[src/rtl/pancake_sort_engine_macros.svh]
// Assertion helpers used by pancake_sort_engine.sv.
`ifndef PANCAKE_SORT_ENGINE_MACROS_SVH
`define PANCAKE_SORT_ENGINE_MACROS_SVH

// Same-cycle implication, sampled on clk, quiet during rst.
`define PSE_CHECK(lbl, ante, cons, msg) \
  lbl: assert property (@(posedge clk) disable iff (rst) (ante) |-> (cons)) else $error(msg);

// Next-cycle implication, sampled on clk, quiet during rst.
`define PSE_CHECK_NEXT(lbl, ante, cons, msg) \
  lbl: assert property (@(posedge clk) disable iff (rst) (ante) |=> (cons)) else $error(msg);

`endif

[src/rtl/pse_pkg.sv]
package pse_pkg;

  // Default sizing of the stack memory
  localparam int STACK_DEPTH_DEF = 16;
  localparam int KEY_BITS_DEF    = 16;

  // Fixed payload widths of the channels
  localparam int KEY_W  = 16;
  localparam int FLIP_W = 7;

  // Sequencer states
  typedef enum logic [3:0] {
    ST_LOAD,
    ST_CHK,
    ST_FIND,
    ST_RLO,
    ST_RHI,
    ST_WLO,
    ST_WHI,
    ST_EMIT_RD,
    ST_EMIT_LD
  } pse_state_t;

  // Control from the sequencer to the scan unit
  typedef struct packed {
    logic start;
    logic find;
  } scan_ctrl_t;

  // Status from the scan unit back to the sequencer
  typedef struct packed {
    logic done;
    logic asc;
  } scan_stat_t;

endpackage

[src/rtl/pse_if.sv]
// Key loading channel
interface pse_in_if import pse_pkg::*; ();
  logic             valid;
  logic             ready;
  logic [KEY_W-1:0] key_value;
  logic             last_in;

  modport source (output valid, output key_value, output last_in, input ready);
  modport sink   (input valid, input key_value, input last_in, output ready);
endinterface

// Sorted key channel
interface pse_out_if import pse_pkg::*; ();
  logic              valid;
  logic              ready;
  logic [KEY_W-1:0]  sorted_key;
  logic [FLIP_W-1:0] flip_count;
  logic              overflow;
  logic              last_out;

  modport source (output valid, output sorted_key, output flip_count, output overflow,
                  output last_out, input ready);
  modport sink   (input valid, input sorted_key, input flip_count, input overflow,
                  input last_out, output ready);
endinterface

[src/rtl/pancake_sort_engine.sv]
// Pancake sort engine.
// load channel: one key per transaction, top of stack first; last_in closes the set.
// Up to STACK_DEPTH keys are kept in a one-port-read stack memory; further keys
// are dropped and the set is flagged with overflow on every result.
// After the last transaction the block sorts in place and accepts nothing more
// until the final result has been loaded into its output register.
// result channel: one transaction per stored key, ascending, each with the
// flip count of the set; last_out marks the final key.
// Loading accepts one key per cycle. Each sort pass runs an ascending check and a
// maximum search through the memory read port, and each prefix reversal swaps
// one pair at a time in states ST_RLO, ST_RHI, ST_WLO and ST_WHI, since both ends
// of a pair go through the single read port and single write port. Emission reads
// each key in ST_EMIT_RD and loads it into the output register in ST_EMIT_LD.
// A stalled receiver holds the output register; the next memory read waits.
// The final result may wait in the output register while the next set loads.
// Reset (rst, synchronous) empties the stack count, clears the overflow flag and
// the output valid; memory contents are not cleared and need no clearing pass.
`include "pancake_sort_engine_macros.svh"

module pancake_sort_engine import pse_pkg::*; #(
  parameter int STACK_DEPTH = STACK_DEPTH_DEF,
  parameter int KEY_BITS    = KEY_BITS_DEF
) (
  input  logic       clk,
  input  logic       rst,
  pse_in_if.sink     load,
  pse_out_if.source  result
);

  localparam int IW = $clog2(STACK_DEPTH);
  localparam int CW = $clog2(STACK_DEPTH + 1);

  pse_state_t          state;
  pse_state_t          state_next;

  logic [CW-1:0]       count;
  logic [CW-1:0]       count_after;
  logic [IW-1:0]       nm1;
  logic                ovf;
  logic [IW-1:0]       target;
  logic [IW-1:0]       lo;
  logic [IW-1:0]       hi;
  logic                lo_more;
  logic [KEY_BITS-1:0] tmp;
  logic [FLIP_W-1:0]   flips;
  logic                mid;
  logic                sink;
  logic [IW-1:0]       ek;

  logic                out_valid;
  logic [KEY_W-1:0]    out_key;
  logic [FLIP_W-1:0]   out_flips;
  logic                out_ovf;
  logic                out_last;

  logic                load_fire;
  logic                ram_we;
  logic [IW-1:0]       ram_waddr;
  logic [KEY_BITS-1:0] ram_wdata;
  logic [IW-1:0]       ram_raddr;
  logic [KEY_BITS-1:0] ram_rdata;

  scan_ctrl_t          sctrl;
  scan_stat_t          sstat;
  logic [IW-1:0]       scan_lim;
  logic [IW-1:0]       scan_raddr;
  logic [IW-1:0]       top_idx;

  // Stack memory
  pse_ram #(
    .WIDTH (KEY_BITS),
    .DEPTH (STACK_DEPTH)
  ) u_ram (
    .clk   (clk),
    .we    (ram_we),
    .waddr (ram_waddr),
    .wdata (ram_wdata),
    .raddr (ram_raddr),
    .rdata (ram_rdata)
  );

  // Ascending check and maximum search
  pse_scan #(
    .STACK_DEPTH (STACK_DEPTH),
    .KEY_BITS    (KEY_BITS)
  ) u_scan (
    .clk     (clk),
    .rst     (rst),
    .ctrl    (sctrl),
    .lim     (scan_lim),
    .rdata   (ram_rdata),
    .raddr   (scan_raddr),
    .stat    (sstat),
    .top_idx (top_idx)
  );

  // Common terms
  assign load_fire   = load.valid && load.ready;
  assign count_after = (count < CW'(STACK_DEPTH)) ? count + CW'(1) : count;
  assign nm1         = IW'(count - CW'(1));
  assign lo_more     = ({1'b0, lo} + (IW + 1)'(2)) < {1'b0, hi};
  assign scan_lim    = (state == ST_FIND) ? target : nm1;

  // Next state
  always_comb begin
    state_next = state;
    unique case (state)
      ST_LOAD: begin
        if (load_fire && load.last_in) begin
          state_next = ST_CHK;
        end
      end
      ST_CHK: begin
        if (sstat.done) begin
          if (sstat.asc) begin
            state_next = ST_EMIT_RD;
          end else if (!mid) begin
            state_next = ST_FIND;
          end else begin
            state_next = ST_RLO;
          end
        end
      end
      ST_FIND: begin
        if (sstat.done) begin
          if (top_idx == target) begin
            state_next = (target == '0) ? ST_EMIT_RD : ST_CHK;
          end else if (top_idx != '0) begin
            state_next = ST_RLO;
          end else begin
            state_next = ST_CHK;
          end
        end
      end
      ST_RLO: state_next = ST_RHI;
      ST_RHI: state_next = ST_WLO;
      ST_WLO: state_next = ST_WHI;
      ST_WHI: begin
        if (lo_more) begin
          state_next = ST_RLO;
        end else if (sink && (target == '0)) begin
          state_next = ST_EMIT_RD;
        end else begin
          state_next = ST_CHK;
        end
      end
      ST_EMIT_RD: begin
        if (!out_valid || result.ready) begin
          state_next = ST_EMIT_LD;
        end
      end
      ST_EMIT_LD: begin
        state_next = (ek == nm1) ? ST_LOAD : ST_EMIT_RD;
      end
      default: state_next = ST_LOAD;
    endcase
  end

  // Memory ports, handshake and scan control
  always_comb begin
    load.ready  = (state == ST_LOAD);
    sctrl.start = ((state_next == ST_CHK) || (state_next == ST_FIND)) &&
                  (state_next != state);
    sctrl.find  = (state == ST_FIND);
    ram_we      = 1'b0;
    ram_waddr   = lo;
    ram_wdata   = ram_rdata;
    ram_raddr   = lo;
    unique case (state) inside
      ST_LOAD: begin
        ram_we    = load_fire && (count < CW'(STACK_DEPTH));
        ram_waddr = count[IW-1:0];
        ram_wdata = KEY_BITS'(load.key_value);
      end
      ST_CHK, ST_FIND: ram_raddr = scan_raddr;
      ST_RHI:          ram_raddr = hi;
      ST_WLO: begin
        ram_we    = 1'b1;
        ram_waddr = lo;
        ram_wdata = ram_rdata;
      end
      ST_WHI: begin
        ram_we    = 1'b1;
        ram_waddr = hi;
        ram_wdata = tmp;
      end
      ST_EMIT_RD:      ram_raddr = ek;
      default:         ram_raddr = lo;
    endcase
  end

  // State register
  always_ff @(posedge clk) begin
    if (rst) begin
      state <= ST_LOAD;
    end else begin
      state <= state_next;
    end
  end

  // Sort datapath and output register
  always_ff @(posedge clk) begin
    if (rst) begin
      count     <= '0;
      ovf       <= 1'b0;
      mid       <= 1'b0;
      sink      <= 1'b0;
      out_valid <= 1'b0;
    end else begin
      case (state)
        ST_LOAD: begin
          if (load_fire) begin
            count <= count_after;
            if (count == CW'(STACK_DEPTH)) begin
              ovf <= 1'b1;
            end
            if (load.last_in) begin
              target <= IW'(count_after - CW'(1));
              flips  <= '0;
              mid    <= 1'b0;
            end
          end
        end
        ST_CHK: begin
          if (sstat.done) begin
            ek <= '0;
            // Sink the maximum down to the target
            if (!sstat.asc && mid) begin
              lo    <= '0;
              hi    <= target;
              sink  <= 1'b1;
              flips <= flips + FLIP_W'(1);
            end
          end
        end
        ST_FIND: begin
          if (sstat.done) begin
            ek <= '0;
            if (top_idx == target) begin
              if (target != '0) begin
                target <= target - IW'(1);
                mid    <= 1'b0;
              end
            end else if (top_idx != '0) begin
              // Bring the maximum to the top
              lo    <= '0;
              hi    <= top_idx;
              sink  <= 1'b0;
              flips <= flips + FLIP_W'(1);
            end else begin
              mid <= 1'b1;
            end
          end
        end
        ST_RHI: tmp <= ram_rdata;
        ST_WHI: begin
          ek <= '0;
          if (lo_more) begin
            lo <= lo + IW'(1);
            hi <= hi - IW'(1);
          end else if (sink) begin
            sink <= 1'b0;
            mid  <= 1'b0;
            if (target != '0) begin
              target <= target - IW'(1);
            end
          end else begin
            mid <= 1'b1;
          end
        end
        ST_EMIT_LD: begin
          out_key   <= KEY_W'(ram_rdata);
          out_flips <= flips;
          out_ovf   <= ovf;
          out_last  <= (ek == nm1);
          if (ek == nm1) begin
            count <= '0;
            ovf   <= 1'b0;
          end else begin
            ek <= ek + IW'(1);
          end
        end
        default: begin
        end
      endcase

      // Hold a result until the receiver takes it
      if (state == ST_EMIT_LD) begin
        out_valid <= 1'b1;
      end else if (out_valid && result.ready) begin
        out_valid <= 1'b0;
      end
    end
  end

  assign result.valid      = out_valid;
  assign result.sorted_key = out_key;
  assign result.flip_count = out_flips;
  assign result.overflow   = out_ovf;
  assign result.last_out   = out_last;

  `PSE_CHECK(a_we_state, ram_we, (state == ST_LOAD || state == ST_WLO || state == ST_WHI), "memory written outside load or swap")
  `PSE_CHECK(a_count_cap, 1'b1, (count <= CW'(STACK_DEPTH)), "stack count beyond capacity")
  `PSE_CHECK(a_swap_order, (state == ST_RLO), (lo < hi), "swap pair out of order")
  `PSE_CHECK(a_emit_range, (state == ST_EMIT_LD), (CW'(ek) < count), "emission past stored keys")
  `PSE_CHECK(a_scan_done, sstat.done, (state == ST_CHK || state == ST_FIND), "scan finished outside a scan state")
  `PSE_CHECK_NEXT(a_emit_wait, (state == ST_EMIT_RD && out_valid && !result.ready), (state == ST_EMIT_RD), "emission advanced over a held result")

endmodule

[src/rtl/pse_ram.sv]
module pse_ram #(
  parameter int WIDTH = 16,
  parameter int DEPTH = 16
) (
  input  logic                     clk,
  input  logic                     we,
  input  logic [$clog2(DEPTH)-1:0] waddr,
  input  logic [WIDTH-1:0]         wdata,
  input  logic [$clog2(DEPTH)-1:0] raddr,
  output logic [WIDTH-1:0]         rdata
);

  logic [WIDTH-1:0] mem [DEPTH];

  // One write port, one registered read port
  always_ff @(posedge clk) begin
    if (we) begin
      mem[waddr] <= wdata;
    end
    rdata <= mem[raddr];
  end

endmodule

[src/rtl/pse_scan.sv]
module pse_scan import pse_pkg::*; #(
  parameter int STACK_DEPTH = STACK_DEPTH_DEF,
  parameter int KEY_BITS    = KEY_BITS_DEF
) (
  input  logic                           clk,
  input  logic                           rst,
  input  scan_ctrl_t                     ctrl,
  input  logic [$clog2(STACK_DEPTH)-1:0] lim,
  input  logic [KEY_BITS-1:0]            rdata,
  output logic [$clog2(STACK_DEPTH)-1:0] raddr,
  output scan_stat_t                     stat,
  output logic [$clog2(STACK_DEPTH)-1:0] top_idx
);

  localparam int IW = $clog2(STACK_DEPTH);
  localparam int CW = $clog2(STACK_DEPTH + 1);

  logic              busy;
  logic              dv;
  logic [CW-1:0]     ridx;
  logic [IW-1:0]     didx;
  logic [KEY_BITS-1:0] refv;
  logic              asc;
  logic [IW-1:0]     top_r;
  logic              issue;
  logic              upd;
  logic              asc_now;

  // Walk addresses 0..lim, one read a cycle
  assign issue = busy && (ridx <= CW'(lim));
  assign raddr = ridx[IW-1:0];

  // Compare returning data against the previous key or the running maximum
  assign asc_now = asc && !((didx != '0) && (refv > rdata));
  assign upd     = (didx == '0) || (refv < rdata);
  assign top_idx = upd ? didx : top_r;

  assign stat.done = dv && (didx == lim);
  assign stat.asc  = asc_now;

  // Scan counters and accumulators
  always_ff @(posedge clk) begin
    if (rst) begin
      busy <= 1'b0;
      dv   <= 1'b0;
    end else if (ctrl.start) begin
      busy <= 1'b1;
      dv   <= 1'b0;
      ridx <= '0;
      asc  <= 1'b1;
    end else if (busy) begin
      dv   <= issue;
      didx <= ridx[IW-1:0];
      if (issue) begin
        ridx <= ridx + CW'(1);
      end
      if (dv) begin
        asc   <= asc_now;
        top_r <= top_idx;
        if (!ctrl.find || upd) begin
          refv <= rdata;
        end
      end
      if (stat.done) begin
        busy <= 1'b0;
      end
    end
  end

endmodule
[src/flat_wrapper.sv]
// flat-port wrapper written by rule: the top's interface ports become plain ports
module pancake_sort_engine_flat import pse_pkg::*;
#(
  parameter int STACK_DEPTH = STACK_DEPTH_DEF,
  parameter int KEY_BITS    = KEY_BITS_DEF
)
  (clk, rst, load_valid, load_key_value, load_last_in, load_ready, result_valid, result_sorted_key, result_flip_count, result_overflow, result_last_out, result_ready);
  pse_in_if load_i ();
  pse_out_if result_i ();
  input  logic clk;
  input  logic rst;
  input wire logic [$bits(load_i.valid)-1:0] load_valid;
  input wire logic [$bits(load_i.key_value)-1:0] load_key_value;
  input wire logic [$bits(load_i.last_in)-1:0] load_last_in;
  output wire logic [$bits(load_i.ready)-1:0] load_ready;
  output wire logic [$bits(result_i.valid)-1:0] result_valid;
  output wire logic [$bits(result_i.sorted_key)-1:0] result_sorted_key;
  output wire logic [$bits(result_i.flip_count)-1:0] result_flip_count;
  output wire logic [$bits(result_i.overflow)-1:0] result_overflow;
  output wire logic [$bits(result_i.last_out)-1:0] result_last_out;
  input wire logic [$bits(result_i.ready)-1:0] result_ready;
  assign load_i.valid = load_valid;
  assign load_i.key_value = load_key_value;
  assign load_i.last_in = load_last_in;
  assign load_ready = load_i.ready;
  assign result_valid = result_i.valid;
  assign result_sorted_key = result_i.sorted_key;
  assign result_flip_count = result_i.flip_count;
  assign result_overflow = result_i.overflow;
  assign result_last_out = result_i.last_out;
  assign result_i.ready = result_ready;
  pancake_sort_engine #(.STACK_DEPTH(STACK_DEPTH), .KEY_BITS(KEY_BITS)) u_core (.clk(clk), .rst(rst), .load(load_i), .result(result_i));
endmodule
[config.mk]
export PLATFORM = sky130hd
export DESIGN_NAME = pancake_sort_engine_flat
export DESIGN_NICKNAME = d
export VERILOG_FILES = /design/src/rtl/pse_pkg.sv /design/src/rtl/pse_if.sv /design/src/rtl/pancake_sort_engine.sv /design/src/rtl/pse_ram.sv /design/src/rtl/pse_scan.sv /design/src/flat_wrapper.sv
export VERILOG_INCLUDE_DIRS = /design/src /design/src/rtl
export SDC_FILE = /design/constraint.sdc
export NUM_CORES = 1
export LEC_CHECK = 0
export ABC_AREA = 1
export BUFFER_PORTS_ARGS = -buffer_cell sky130_fd_sc_hd__buf_2
export CORE_UTILIZATION = 50
export DETAILED_ROUTE_END_ITERATION = 12
export PLACE_DENSITY = 0.69
export SYNTH_ARGS = -nofsm -noshare
export SYNTH_HDL_FRONTEND = slang
export SYNTH_SLANG_ARGS = --single-unit
[constraint.sdc]
create_clock -name clk -period 3.1 [get_ports clk]
set_input_delay 0.155 -clock clk [delete_from_list [all_inputs] [get_ports clk]]
set_output_delay 0.155 -clock clk [all_outputs]
set_load 0.005 [all_outputs]
Word-level counts from Yosys, hierarchy flattened

Memories as Yosys holds them, arrays and structs flattened. A register that Yosys moved wholly into a read port is not among the register bits.
Index checks and enable logic that the tools add are counted.

Add/subtract/negate cells: 10
Bitwise operators: 2
Magnitude comparators: 5
Reduce and logical (&&, ||, !) cells: 52
Muxes and demuxes: 87
Equal/unequal tests: 32

Operators by type and width:

| operator            | count |
|---|---|
| $mux 4              | 30 |
| $pmux 4 s3          | 5 |
| $mux 7              | 7 |
| $pmux 4 s9          | 1 |
| $pmux 16 s2         | 1 |
| $mux 1              | 27 |
| $mux 5              | 5 |
| $pmux 7 s3          | 1 |
| $eq 4x3->1 const B  | 4 |
| $gt 16x16->1        | 1 |
| $lt 16x16->1        | 1 |
| $ne 2x1->1 const B  | 8 |
| $reduce_and 8->1    | 2 |
| $sub 4x1->4 const B | 4 |
| $ne 2x2->1 const B  | 7 |
| $reduce_and 7->1    | 2 |
| $eq 4x2->1 const B  | 3 |
| $eq 4x4->1          | 3 |
| $logic_not 4->1     | 3 |
| $reduce_and 3->1    | 4 |
| $reduce_and 4->1    | 3 |
| $reduce_bool 3->1   | 4 |
| $reduce_bool 4->1   | 3 |
| $logic_and 1x1->1   | 11 |
| 27 further kinds    | 48 |

Memories kept: 1
Input port bits: 21
Word-level logic and storage cells: 212
Memory bits (writable): 256
Register bits after elaboration: 109

Memories:

| memory           | depth | width | rd ports | clocked after memory_dff | wr ports | RTL line      | source |
|---|---|---|---|---|---|---|---|
| u_core.u_ram.mem | 16    | 16    | 1        | 1                        | 1        | pse_ram.sv:13 | `logic [WIDTH-1:0] mem [DEPTH];` |

Depth between registers and ports, before layout

Depth after elaboration: 13
Gate-level depth with buffers: 27
Gate-level depth less buffers: 27

Cells and area by module

A second synthesis with hierarchy kept.

Cells, all modules: 1,745
Area total of the unflattened synthesis: 17,411.7 um^2

Modules (own cells, without submodules):

| module              | area each (um^2) | cells each | seq. area each (um^2) | times used |
|---|---|---|---|---|
| pse_ram             | 11,380.9         | 1,074      | 8,007.7               | 1 |
| pancake_sort_engine | 4,226.6          | 492        | 2,182.1               | 1 |
| pse_scan            | 1,804.2          | 179        | 940.9                 | 1 |

Least setup slack after synthesis

No wires, ideal clock.

Kind: register -> register
Start: register u_core.u_ram.rdata[15] (read register of u_core.u_ram.mem)
End: register u_core.u_scan.refv[0] (enable)
Cell stages (with the launch flop): 23
Period minus slack after synthesis: 3,161 ps
Arrival time: 2,785 ps
Setup slack: -61 ps
Setup time: 376 ps
Path buffers: 0
Path through: dfxtp_1 inv_1 ha_1 nand2_1 nor3_1 nand2_1 nand2_1 nand2_1 nand2_1 nand2_1 nand2_1 nand2_1 nor2_1 nand2_1 nand3_1 nand3_1 nand2_1 nand2_1 nand2_1 nand2_1 nand3_2 nand3_2 nor2_2

Word-level cells in the longest chain between the ends: 13

RTL lines:

| element                                  | RTL line                   | source |
|---|---|---|
| from (decl)                              | pse_ram.sv:10              | `output logic [WIDTH-1:0] rdata` |
| $lt 16x16->1 (*)                         | pse_scan.sv:35             | `assign upd = (didx == '0) \|\| (refv < rdata);` |
| $logic_or 1x1->1 (*)                     | pse_scan.sv:35             |  |
| $mux 4 (*)                               | pse_scan.sv:36             | `assign top_idx = upd ? didx : top_r;` |
| via u_core.top_idx[3]                    | pancake_sort_engine.sv:67  | `logic [IW-1:0] top_idx;` |
| $reduce_bool 4->1                        | pancake_sort_engine.sv:128 | `end else if (top_idx != '0) begin` |
| $mux 2                                   | pancake_sort_engine.sv:128 |  |
| $mux 4 (*)                               | pancake_sort_engine.sv:126 | `if (top_idx == target) begin` |
| $mux 4 (*)                               | pancake_sort_engine.sv:125 | `if (sstat.done) begin` |
| $pmux 4 s9 (*)                           | pancake_sort_engine.sv:107 | `unique case (state)` |
| $eq 4x1->1 or $eq 4x2->1 (tied branches) | pancake_sort_engine.sv:162 | `sctrl.start = ((state_next == ST_CHK) \|\| (state_next == ST_FIND)) &&` |
| $logic_or 1x1->1                         | pancake_sort_engine.sv:162 |  |
| $logic_and 1x1->1 (*)                    | pancake_sort_engine.sv:162 |  |
| $not 1->1 (no line) (*)                  | -                          |  |
| $reduce_and 5->1 (no line) (*)           | -                          |  |
| to (signal assigned)                     | pse_scan.sv:61             | `refv <= rdata;` |
| to (decl)                                | pse_scan.sv:22             | `logic [KEY_BITS-1:0] refv;` |

The timed path passes the listed nets; every way through them passes the cells marked *.
A chain may end at the register's enable or synchronous reset.

Final worst setup path

Start: register u_core.u_scan.refv[9]
End: register u_core.u_scan.didx[0] (enable)

Word-level cells in the longest chain between the ends: 13

RTL lines:

| element                                  | RTL line                   | source |
|---|---|---|
| $lt 16x16->1 (*)                         | pse_scan.sv:35             |  |
| $logic_or 1x1->1 (*)                     | pse_scan.sv:35             |  |
| $mux 4 (*)                               | pse_scan.sv:36             |  |
| via u_core.top_idx[3]                    | pancake_sort_engine.sv:67  |  |
| $reduce_bool 4->1                        | pancake_sort_engine.sv:128 |  |
| $mux 2                                   | pancake_sort_engine.sv:128 |  |
| $mux 4 (*)                               | pancake_sort_engine.sv:126 |  |
| $mux 4 (*)                               | pancake_sort_engine.sv:125 |  |
| $pmux 4 s9 (*)                           | pancake_sort_engine.sv:107 |  |
| $eq 4x1->1 or $eq 4x2->1 (tied branches) | pancake_sort_engine.sv:162 |  |
| $logic_or 1x1->1                         | pancake_sort_engine.sv:162 |  |
| $logic_and 1x1->1 (*)                    | pancake_sort_engine.sv:162 |  |
| $not 1->1 (no line) (*)                  | -                          |  |
| $reduce_and 3->1 (no line) (*)           | -                          |  |
| to (signal assigned)                     | pse_scan.sv:53             | `didx <= ridx[IW-1:0];` |
| to (decl)                                | pse_scan.sv:21             | `logic [IW-1:0] didx;` |

Marks and branches as above.

==> flow_metrics.tcl <==
set metrics [dict create \
    ys_ff_latch 381 \
    ios 48 \
    dr.pass1.iters 8 \
    drtAntennaViolNets 0 \
    clk_pin_slew_worst_paths_ns 0.06 \
    synth-seq-area-share 0.675 \
    violations "setup timing" \
    area.growth.synth_to_final_pct 22.8 \
    wirelength_um 41100 \
    die-area_mm2 0.0337 \
    syn_area_mm2 0.0165 \
    status "complete, but fails checks" \
    skew_ns 0.0150 \
    multiInputGateArea_mm2 0.00471 \
    slew_headroom 0.491 \
    vias 11500 \
    cts_tree "built" \
    grt_setup_unrepaired "yes" \
    worst_slack_ns -0.0614 \
    ys_warn_count 0 \
    grt_start_max_net_pins 87 \
    via_per_inst 5.47 \
    cp-start-kind "flip-flop" \
    overflow 0 \
    ys_async_sr_fraction 0 \
    cp-end-kind "flip-flop" \
    synthCells 1421 \
    grt_pass1_vias 11000 \
    critPathKind "flip-flop to flip-flop" \
    num_rows 66 \
    port_buffers 47 \
    drt_iter0_drc 1134 \
    h-tree-depth 2 \
    core_area_mm2 0.0325 \
    slew_violations 0 \
    place_hpwl_um 27500 \
    initial_core_util 0.507 \
    finalCritPeriodShare 1.02 \
    hold_violations 0 \
    wire_per_inst_um 19.5 \
    ctsLongestPathBuffers 3 \
    synthDistinctLibCells 47 \
    dieHeight_um 184 \
    final_util 0.623 \
    ys.flop_type "edfxtp_1" \
    power.total_mw 15.8 \
    layout_commonest_cell "edfxtp_1" \
    p_leak_nw 7.97 \
    clockRootBuffer "clkbuf_16" \
    cap_violations 0 \
    worst_slew_pin_slew_ns 0.761 \
    power_density_mw_per_mm2 781 \
    path_max_fanout 7 \
    drive_above_1_share 0.228 \
    ir_worst_vdd_uv 445 \
    clk_latency_ns 0.53 \
    num-fill-cells 2534 \
    syn_nets 1475 \
    cts.sinks 381 \
    die_w_um 184 \
    gp_congestion 0.929 \
    cts_buffers 40 \
    insertedDiodeCount 0 \
    drc_errors 0 \
    grt_pass1_wl_um 62600 \
    arrival_ns 3.41 \
    regArea_mm2 0.0111 \
    fmax_ghz 0.316 \
    setup_viol 21 \
    layout_common_cells "edfxtp_1 (350), inv_1 (195), nand2_1 (184)" \
    avgSynthCellArea_um2 11.6 \
    cp.required_ns 3.34 \
    holdWs_ns 0.0485 \
    min_period_ns 3.16 \
    antenna_found_initial 1 \
    nNetsFinal 1689 \
    hp-class "primary input to flip-flop" \
    grt_usage 0.246 \
    synth_edf_count 350 \
]
==> cells by family after synthesis <==
kind of cell	count (synthesis)	share of synthesized area
compound gates	335	0.119
xor+xnor	19	0.0101
fa+ha+maj	33	0.0250
buf+inv	263	0.0613
flops	381	0.675
mux	32	0.0194
simple gates	358	0.0910
==> cell type report <==
cell class              instances  area share
repair buffers                229      0.0852
inverters                     206      0.0381
clock buffers                  54      0.0565
well taps                     442      0.0273
multi-input cells             777       0.232
flip-flops and latches        381       0.549
clock inverters                20      0.0114
==> cells in the mapped netlist, drive strengths merged, types with 2 or more instances <==
| cell type | n | share of area |
|---|---|---|
| nand3 | 40 | 0.013 |
| a221oi | 6 | 0.0032 |
| o221ai | 35 | 0.019 |
| inv | 205 | 0.047 |
| nand2 | 195 | 0.045 |
| dfxtp | 31 | 0.038 |
| nor4 | 3 | 0.0011 |
| nor3b | 2 | 0.00091 |
| mux2i | 32 | 0.019 |
| o211ai | 32 | 0.015 |
| ha | 33 | 0.025 |
| o22ai | 7 | 0.0027 |
| edfxtp | 350 | 0.64 |
| nor2 | 91 | 0.021 |
| o21ai | 167 | 0.051 |
| nor3 | 11 | 0.0036 |
| a2111oi | 2 | 0.0011 |
| buf | 19 | 0.0058 |
| clkbuf | 38 | 0.0086 |
| xor2 | 12 | 0.0064 |
| a21oi | 78 | 0.024 |
| xnor2 | 7 | 0.0037 |
| or2 | 5 | 0.0019 |
| nand4 | 9 | 0.0034 |
==> report_power, final <==
group	switching [mW]	internal (mW)
clock network	1.93	3.01
logic	2.68	1.62
registers	0.181	6.41
==> critical path, stage by stage (launching register included) <==
cell and delay [ns]:
edfxtp_1 0.43, ha_4 0.30, nand4_1 0.19, nor3_4 0.26, nand2_2 0.11, nand2_4 0.10
nand2_4 0.09, nand2_4 0.09, nand2_2 0.06, nand2_1 0.06, nand2_1 0.06, nor2_2 0.15
nand3_2 0.12, a22o_1 0.21, nand2_1 0.07, nor2_2 0.05, nand3_2 0.10, buf_6 0.12
nand2_1 0.06, nor2_1 0.12, buf_4 0.14
==> flip-flops by register name, indices dropped and copies added, names as in the netlist, 5 cells and up <==
| signal | count |
|---|---|
| u_core.u_scan.refv | 16 |
| u_core.u_ram.mem | 256 |
| u_core.tmp | 16 |
| u_core.count | 5 |
| u_core.flips | 7 |
| u_core.result.sorted_key | 16 |
| u_core.u_ram.rdata | 16 |
| u_core.u_scan.ridx | 5 |
| u_core.result.flip_count | 7 |
==> per-layer routing <==
metal / global-route usage / part of all wire / wire [um]
met4: 0.0700 / 0.021 / 871
met5: 0 / 0 / 0
met2: 0.384 / 0.46 / 19000
met3: 0.0376 / 0.080 / 3310
met1: 0.357 / 0.44 / 17900
==> timing repair <==
item,in CTS,in global routing
endpoints found under the hold margin,2,0
pin swaps,5,19
setup endpoints to repair,78,206
setup buffers,4,9
hold buffers,1,0
gates resized for setup,16,46
==> final timing paths <==
path	from	to	slack, ns	depth (start not counted)
worst max-delay path	u_core.u_scan.refv[9]	u_core.u_scan.didx[0]	-0.06	20
worst min-delay path	rst	u_core.state[0]	0.05	2
worst max register to register	u_core.u_scan.refv[9]	u_core.u_scan.didx[0]	-0.06	20
worst min register to register	u_core.ovf	u_core.result.overflow	0.45	0
==> stage by stage <==
step           cell area [um2]  instances  worst slack (ns)  setup TNS, ns
2_1_floorplan            16500       1421            0.0844              0
3_3_place_gp             18500       2021           -0.0569          -1.07
3_5_place_dp             18500       2021            -0.198          -6.20
4_1_cts                  20000       2100           0.00479              0
5_1_grt                  20300       2109            -0.267          -7.29
6_report                 20300       2109           -0.0614          -1.11
Power figures use the tool's default switching activity.
